--- config.mk ---
export PLATFORM = sky130hd
export DESIGN_NAME = ttq_ram
export DESIGN_NICKNAME = d
export VERILOG_FILES = /design/src/rtl/ttq_ram.sv
export SDC_FILE = /design/constraint.sdc
export NUM_CORES = 1
export LEC_CHECK = 0
export BUFFER_PORTS_ARGS = -buffer_cell sky130_fd_sc_hd__buf_2
export CELL_PAD_IN_SITES_DETAIL_PLACEMENT = 1
export CELL_PAD_IN_SITES_GLOBAL_PLACEMENT = 2
export CORE_ASPECT_RATIO = 2
export CORE_MARGIN = 10
export CORE_UTILIZATION = 40
export CTS_BUF_LIST = sky130_fd_sc_hd__clkbuf_4 sky130_fd_sc_hd__clkbuf_8 sky130_fd_sc_hd__clkbuf_16
export CTS_CLUSTER_DIAMETER = 120
export DETAILED_ROUTE_END_ITERATION = 8
export PLACE_DENSITY_LB_ADDON = 0.1
export SKIP_CTS_REPAIR_TIMING = 1
export SYNTH_ARGS = -nofsm -noshare
export SYNTH_HDL_FRONTEND = slang
export SYNTH_SLANG_ARGS = --single-unit
--- constraint.sdc ---
create_clock -name clk -period 2 [get_ports clk]
set_clock_uncertainty 0.1 [all_clocks]
set_input_delay 0.3 -clock clk [delete_from_list [all_inputs] [get_ports clk]]
set_output_delay 0.3 -clock clk [all_outputs]
set_load 0.005 [all_outputs]
--- src/rtl/ttq_ram.sv ---
module ttq_ram #(
  parameter int WIDTH = 8,
  parameter int DEPTH = 16,
  localparam int AW = $clog2(DEPTH)
) (
  input  logic             clk,
  input  logic             we,
  input  logic [AW-1:0]    waddr,
  input  logic [WIDTH-1:0] wdata,
  input  logic [AW-1:0]    raddr,
  output logic [WIDTH-1:0] rdata
);

  logic [WIDTH-1:0] mem [DEPTH];

  // single write port, registered read
  always_ff @(posedge clk) begin
    if (we) begin
      mem[waddr] <= wdata;
    end
    rdata <= mem[raddr];
  end

endmodule

-- Word level (Yosys, flattened, before mapping)
Memory sizes are Yosys's and may differ from the RTL's. A register that Yosys moved wholly into a read port is not among the register bits.
Index checks and enable logic that the tools add are counted.
- output and inout port bits: 8
- logic and storage cells: 3
- input bits: 18
- register bits: 0
- memory bits (writable): 128
- memories: 1
- multiplexer cells: 2
- memories (name ; depth ; bits a word ; read ports ; clocked after Yosys merged registers in ; wr ports ; line ; RTL):
    mem ; 16 ; 8 ; 1 ; 1 ; 1 ; 14 ; logic [WIDTH-1:0] mem [DEPTH];
- operators by type and width (kind ; number):
    $mux 1 ; 2

-- Longest topological paths before layout
Gate-level depths: netlist (run 1).
- depth in word-level cells: 2
- gate-level depth with buffers: 5
- depth with buffers taken out: 3

-- Worst setup path before layout (run 1)
Ideal clock, no wire load.
- path type: input to register
- start: in waddr[2]
- end: mem mem[0][0], enable pin
- slack: 0.107 ns
- stages on the path: 2
- required time: 1.517 ns
- library setup time: 0.383 ns
- buffers on the path: 0
- arrival time: 1.410 ns
- cells stage by stage: or3b_2 nor3_1
- RTL lines (what ; line ; RTL):
    start, declared ; 8 ; input logic [AW-1:0] waddr,
    end, declared ; 14 ;
No word-level cell before the write port.

==> run_results.csv, run 1 <==
group,metric,value,unit
synth,synth.lib_cells_used.distinct,19,
worst_setup_path,worstPathBufferInverterCount,0,
route,vias,2407,
timing,max-slew-margin-rel,68.98,%
timing,timing.hold.ws,0.1693,ns
route,first_iter_violations,127,
worst_setup_path,crit_path_cell_trace,"mux4_1 > a22oi_1 > nand2_1",
synth,yosys.area.top_type_share,74.67,%
clock_tree,worst_skew_pair.late_latency,0.41,ns
die,chipWidth,100.2,um
synth,syn_nets,247,
synth,ys.warnings.count,0,
global_route,grt_max_degree,27,
worst_setup_path,worst_r2r_startpoint,"mem[9][2]$_DFFE_PP_",
global_route,overflow_left_after_global_routing,0,
synth,yosys-top-cells-count,"sky130_fd_sc_hd__edfxtp_1 (128), sky130_fd_sc_hd__mux4_2 (18), sky130_fd_sc_hd__a22oi_1 (16)",
die,placeableCoreArea,12630,um^2
timing,setup_total_negative_slack,0,ns
timing,peak_clock_frequency_supported_by_timing,708.9,MHz
route,totalWireLength,10.53,mm
worst_setup_path,reg2regPathDepth,3,
layout,postLayoutCellArea,6237,um^2
min_path,holdCritPathClass,"in -> reg",
worst_setup_path,cp.required,2.18,ns
die,die_area,18080,um^2
layout,final_core_utilization,49.40,%
route,drt_antenna_net_count,0,
route,drt_pre_antenna_iters,4,
min_path,hold_path_depth,1,
worst_setup_path,regToRegSetupSlack,0.59,ns
layout,design.final.nets,305,
place,place.gp.congestion,0.7600,
timing,grt_setup_unrepaired,"no",
clock_tree,tritoncts,"done",
global_route,grt_pass1_wl,16.45,mm
clock_tree,tritoncts.num_buffers,17,
global_route,grt_use_total,12.55,%
synth,postSynth.topFlopCell,"sky130_fd_sc_hd__edfxtp_1",
worst_setup_path,critPathArrivalTime,1.60,ns
status,result_of_the_run,"completed",
synth,synthesis.area,5147,um^2
place,placed_area,5579,um^2
min_path,holdCritStartpoint,"wdata[3]",
synth,syn_area_per_cell,22.48,um^2
layout,layout-drive-gt1-share,33.33,%
pwr,power_leakage,2.148,nW
clock_tree,clock-sinks,136,
worst_setup_path,critPathKind,"reg -> reg",
worst_setup_path,critPathMaxFanout,1,
pwr,p_per_area,1107,nW/um^2
timing,hold_viol,0,
worst_setup_path,r2r_endpoint,"rdata[2]$_DFF_P_",
timing,layout_setup_ws,0.5893,ns
worst_setup_path,cp_slowest_cell,"sky130_fd_sc_hd__mux4_1",
worst_setup_path,worst_path_dominant_cell_family,"multiplexers",
layout,fin_cells,450,
worst_setup_path,critical_path.max_stage_delay,0.50,ns
synth,synth_seq_area_share,77.78,%
pwr,total_power,6.902,mW
place,place.port_buffers,25,
die,die-height,180.4,um
timing,period_share,70.53,%
clock_tree,ctsLongestPathBuffers,2,
synth,yosysMostFrequentCell,"sky130_fd_sc_hd__edfxtp_1",
die,pin_count,26,
synth,synth-edff-count,128,
timing,final-max-slew-violation-count,0,
synth,post_synth_inst_count,229,
die,start_util,40.76,%
job,cap_violations,0,
layout,antenna_cells_inserted,0,
clock_tree,ctsHtreeMaxLevel,4,
route,drc,0,
worst_setup_path,worst_setup_path_end_kind,"flop",
synth,yosys_reg_bits,136,
synth,synth.largest_area_cell,"sky130_fd_sc_hd__edfxtp_1",
place,place_inst,418,
pwr,worst_ir_drop_vdd,1.035,mV
clock_tree,cts.root.buffer_cell,"sky130_fd_sc_hd__clkbuf_16",
global_route,antenna_found_initial,0,
route,via_per_inst,5.349,
synth,asyncSetResetFlopFracSynth,0,%
synth,synthTopCellsByArea,"sky130_fd_sc_hd__edfxtp_1 (75%), sky130_fd_sc_hd__mux4_2 (7.9%), sky130_fd_sc_hd__mux4_1 (7.1%)",
timing,period_needed,1.411,ns
layout,syn_to_final_growth,21.17,%
clock_tree,clk_pin_slew,0.06,ns
place,dp_hpwl,7.341,mm
place,pre_cts_ws,0.1864,ns
global_route,vias_in_the_first_global_route,2763,
route,wl_per_cell,23.39,um
timing,timing_worst_slew_pin_value,0.4652,ns
worst_setup_path,timing.critical_path.from_type,"flop",
die,rows,58,
min_path,worst_hold_path.endpoint,"mem[1][3]$_DFFE_PP_",
timing,final-setup-viol-count,0,
## flip-flops by register name, indices dropped and copies added (netlist names)
register / count
mem: 128
rdata: 8
## final cells by class
cell class | count | area [um^2]
Clock buffer | 21 | 461.7
Fill cell | 1180 | 6390
Clock inverter | 11 | 196.4
Sequential cell | 136 | 4004
Multi-Input combinational cell | 83 | 1057
Tap cell | 150 | 187.7
Timing Repair Buffer | 49 | 330.3
## cells in the final DEF (no fill, tap or decap), types with 2 or more instances in the layout
| cell | netlist | layout |
|---|---|---|
| sky130_fd_sc_hd__nand3b_1 | 2 | 2 |
| sky130_fd_sc_hd__buf_2 | 3 | 25 |
| sky130_fd_sc_hd__nor3_1 | 4 | 4 |
| sky130_fd_sc_hd__mux4_1 | 14 | 14 |
| sky130_fd_sc_hd__clkinv_4 | 0 | 2 |
| sky130_fd_sc_hd__edfxtp_1 | 128 | 128 |
| sky130_fd_sc_hd__nand2_1 | 9 | 9 |
| sky130_fd_sc_hd__nand2b_1 | 2 | 2 |
| sky130_fd_sc_hd__nor2_1 | 13 | 13 |
| sky130_fd_sc_hd__clkbuf_4 | 0 | 3 |
| sky130_fd_sc_hd__clkbuf_16 | 0 | 17 |
| sky130_fd_sc_hd__buf_4 | 1 | 22 |
| sky130_fd_sc_hd__dfxtp_1 | 8 | 8 |
| sky130_fd_sc_hd__buf_12 | 0 | 2 |
| sky130_fd_sc_hd__bufinv_16 | 0 | 5 |
| sky130_fd_sc_hd__mux4_2 | 18 | 18 |
| sky130_fd_sc_hd__clkinvlp_4 | 0 | 2 |
| sky130_fd_sc_hd__a22oi_1 | 16 | 16 |
## routing by layer
metal  GRT usage (%)  part of all wire [%]
met5               0                     0
met3           3.802                   2.7
met1           13.34                    38
met2           22.33                    58
met4           4.602                   1.4
## worst max path at each step
stage                                    from                   to  slack [ns]  depth (start not counted)
final                     mem[9][2]$_DFFE_PP_     rdata[2]$_DFF_P_        0.59                          3
after global routing      mem[1][3]$_DFFE_PP_     rdata[3]$_DFF_P_        0.52                          3
after CTS                 mem[9][2]$_DFFE_PP_     rdata[2]$_DFF_P_        0.56                          3
after detailed placement             raddr[0]     rdata[4]$_DFF_P_        0.19                          5
after global placement               raddr[0]     rdata[4]$_DFF_P_        0.18                          5
after floorplan                      waddr[2]  mem[0][0]$_DFFE_PP_        0.11                          2
## where the power goes
| group | switching, mW | internal [mW] |
|---|---|---|
| Clock | 1.11 | 2.29 |
| Sequential | 0.0182 | 3.19 |
| Combinational | 0.165 | 0.132 |
| Total | 1.29 | 5.61 |
## cell families after synthesis
group           synth area share [%]
simple gates                   3.184
mux                            15.02
flops                          77.78
buf+inv                        1.677
compound gates                 2.334
## worst reg2reg max path: stages (launching register included)
cell	delay [ns]
sky130_fd_sc_hd__edfxtp_1	0.35
sky130_fd_sc_hd__mux4_1	0.50
sky130_fd_sc_hd__a22oi_1	0.25
sky130_fd_sc_hd__nand2_1	0.09
No activity file was read; power rests on OpenSTA's default activity.
==> run 2: changes to the inputs <==
- ABC_AREA: unset -> 1
- CORE_UTILIZATION: 40 -> 36
- clock period: 2 -> 1.2 ns (I/O delays scaled with it)
==> run_results.csv, run 2 <==
group,metric,value,unit
route,wl_per_cell,19.32,um
min_path,worst_hold_path.endpoint,"mem[1][2]$_DFFE_PP_",
global_route,gr-usage-met1,16.57,%
global_route,grt_max_degree,46,
synth,syn_nets,569,
clock_tree,clock-sinks,136,
route,drc,0,
route,via_per_inst,4.811,
clock_tree,cts.root.buffer_cell,"sky130_fd_sc_hd__clkbuf_16",
worst_setup_path,worst_r2r_startpoint,"mem[1][4]$_DFFE_PP_",
timing,max-slew-margin-rel,68.59,%
timing,final-max-slew-violation-count,0,
route,drt_pre_antenna_iters,4,
timing,timing_worst_slew_pin_value,0.4711,ns
clock_tree,ctsLongestPathBuffers,2,
worst_setup_path,timing.critical_path.from_type,"flop",
synth,synthesis.area,5767,um^2
synth,postSynth.topFlopCell,"sky130_fd_sc_hd__edfxtp_1",
layout,layout-drive-gt1-share,17.99,%
die,chipWidth,109.5,um
worst_setup_path,regToRegSetupSlack,0.07,ns
synth,asyncSetResetFlopFracSynth,0,%
synth,post_synth_inst_count,551,
layout,largest_register_ff_count,128,
global_route,grt_pass1_wl,24.64,mm
layout,antenna_cells_inserted,0,
die,placeableCoreArea,15780,um^2
timing,period_needed,1.176,ns
timing,timing.hold.ws,0.07730,ns
clock_tree,clk_pin_slew,0.06,ns
die,die_area,21790,um^2
status,result_of_the_run,"completed",
clock_tree,worst_skew_pair.late_latency,0.43,ns
global_route,grtUsageMet3,3.047,%
die,pin_count,26,
global_route,antenna_found_initial,0,
layout,final_core_utilization,44.81,%
pwr,total_power,11.74,mW
synth,synth_seq_area_share,69.43,%
synth,yosys_reg_bits,136,
layout,most_common_library_cell_in_the_layout_ignoring_fill_and_taps,"sky130_fd_sc_hd__nand2_1",
clock_tree,tritoncts.num_buffers,17,
timing,grt_setup_unrepaired,"yes",
global_route,met2_usage,28.54,%
worst_setup_path,critPathKind,"reg -> out",
clock_tree,ctsHtreeMaxLevel,4,
synth,synth-edff-count,128,
worst_setup_path,cp.required,0.92,ns
layout,syn_to_final_growth,22.59,%
min_path,holdCritStartpoint,"wdata[2]",
place,dp_hpwl,10.83,mm
worst_setup_path,worst_path_dominant_cell_family,"flip-flops",
worst_setup_path,r2r_endpoint,"rdata[4]$_DFF_P_",
place,place.gp.congestion,0.7908,
worst_setup_path,critPathArrivalTime,0.90,ns
die,die-height,199.0,um
min_path,hold_path_depth,1,
global_route,vias_in_the_first_global_route,4305,
timing,hold_viol,0,
global_route,grt_most_used_layer,"met2",
worst_setup_path,worstPathBufferInverterCount,1,
worst_setup_path,worst_setup_path_end_kind,"primary output",
die,rows,65,
worst_setup_path,reg2regPathDepth,6,
die,start_util,36.55,%
pwr,worst_ir_drop_vdd,1.131,mV
timing,period_share,98.02,%
worst_setup_path,critical_path.max_stage_delay,0.36,ns
min_path,holdCritPathClass,"in -> reg",
synth,yosys-top-cells-count,"sky130_fd_sc_hd__nand2_1 (173), sky130_fd_sc_hd__edfxtp_1 (128), sky130_fd_sc_hd__inv_1 (100)",
timing,peak_clock_frequency_supported_by_timing,850.2,MHz
route,vias,3988,
layout,largest_registers,"mem x128, rdata x8",
global_route,overflow_left_after_global_routing,0,
route,drt_antenna_net_count,0,
synth,ys.warnings.count,0,
route,first_iter_violations,127,
synth,synth.largest_area_cell,"sky130_fd_sc_hd__edfxtp_1",
layout,design.final.nets,633,
global_route,grt_use_total,15.75,%
synth,synth.lib_cells_used.distinct,12,
synth,yosysMostFrequentCell,"sky130_fd_sc_hd__nand2_1",
worst_setup_path,critical_path.startpoint,"rdata[3]$_DFF_P_",
layout,max_flop_register,"mem",
clock_tree,tritoncts,"done",
synth,syn_area_per_cell,10.47,um^2
pwr,p_per_area,1660,nW/um^2
timing,setup_total_negative_slack,0,ns
pwr,power_leakage,3.094,nW
worst_setup_path,cp_slowest_cell,"sky130_fd_sc_hd__dfxtp_4",
synth,yosys.area.top_type_share,66.65,%
layout,most-common-layout-cells,"sky130_fd_sc_hd__nand2_1 (173), sky130_fd_sc_hd__edfxtp_1 (128), sky130_fd_sc_hd__inv_1 (100), sky130_fd_sc_hd__nand3_1 (91), sky130_fd_sc_hd__buf_4 (39)",
route,totalWireLength,16.02,mm
timing,final-setup-viol-count,0,
worst_setup_path,crit_path_cell_trace,"buf_6",
worst_setup_path,critPathMaxFanout,1,
place,place.port_buffers,25,
job,cap_violations,0,
synth,synthTopCellsByArea,"sky130_fd_sc_hd__edfxtp_1 (67%), sky130_fd_sc_hd__nand2_1 (11%), sky130_fd_sc_hd__nand3_1 (8.4%)",
[run 2: cells by family (layout without fill, tap and decap cells)]
family / Yosys count / count (layout) / share of synthesized area, %
buf+inv: 126 / 203 / 9.525
simple gates: 289 / 289 / 21.05
flops: 136 / 136 / 69.43
[run 2: metal layers]
metal	vias to the layer above	share of wire (%)
li1	1910	-
met1	1997	40
met2	56	55
met3	25	2.5
met4	0	3.2
met5	-	0
[run 2: how the worst max path moves through the flow]
stage                     slack (ns)  cells past startpoint                  end
after floorplan                -0.03                      2  mem[4][0]$_DFFE_PP_
after global placement         -0.27                      8     rdata[1]$_DFF_P_
after detailed placement       -0.26                      8     rdata[1]$_DFF_P_
after CTS                      -0.10                      1             rdata[3]
after global routing          -0.001                      1             rdata[3]
final                           0.02                      1             rdata[3]
[run 2: power breakdown]
part	internal [mW]	switching (mW)
combinational	0.263	0.508
sequential	5.31	0.0375
clock	3.57	2.04
total	9.15	2.59
[run 2: final cells by class]
cell class / count / area [um^2]
clock buffers: 21 / 525.5
clock inverters: 11 / 130.1
fillers: 1787 / 8708
inverters: 102 / 382.9
multi-input cells: 289 / 1244
flip-flops and latches: 136 / 4011
well taps: 201 / 251.5
repair buffers: 69 / 524.3
[run 2: per-stage QoR]
stage / cell area (um^2) / setup slack (ns) / instances
3_5_place_dp: 6370 / -0.2598 / 797
6_report: 7069 / 0.02375 / 829
2_1_floorplan: 5767 / -0.03084 / 551
3_3_place_gp: 6370 / -0.2656 / 797
5_1_grt: 7069 / -0.001280 / 829
4_1_cts: 7025 / -0.1010 / 829
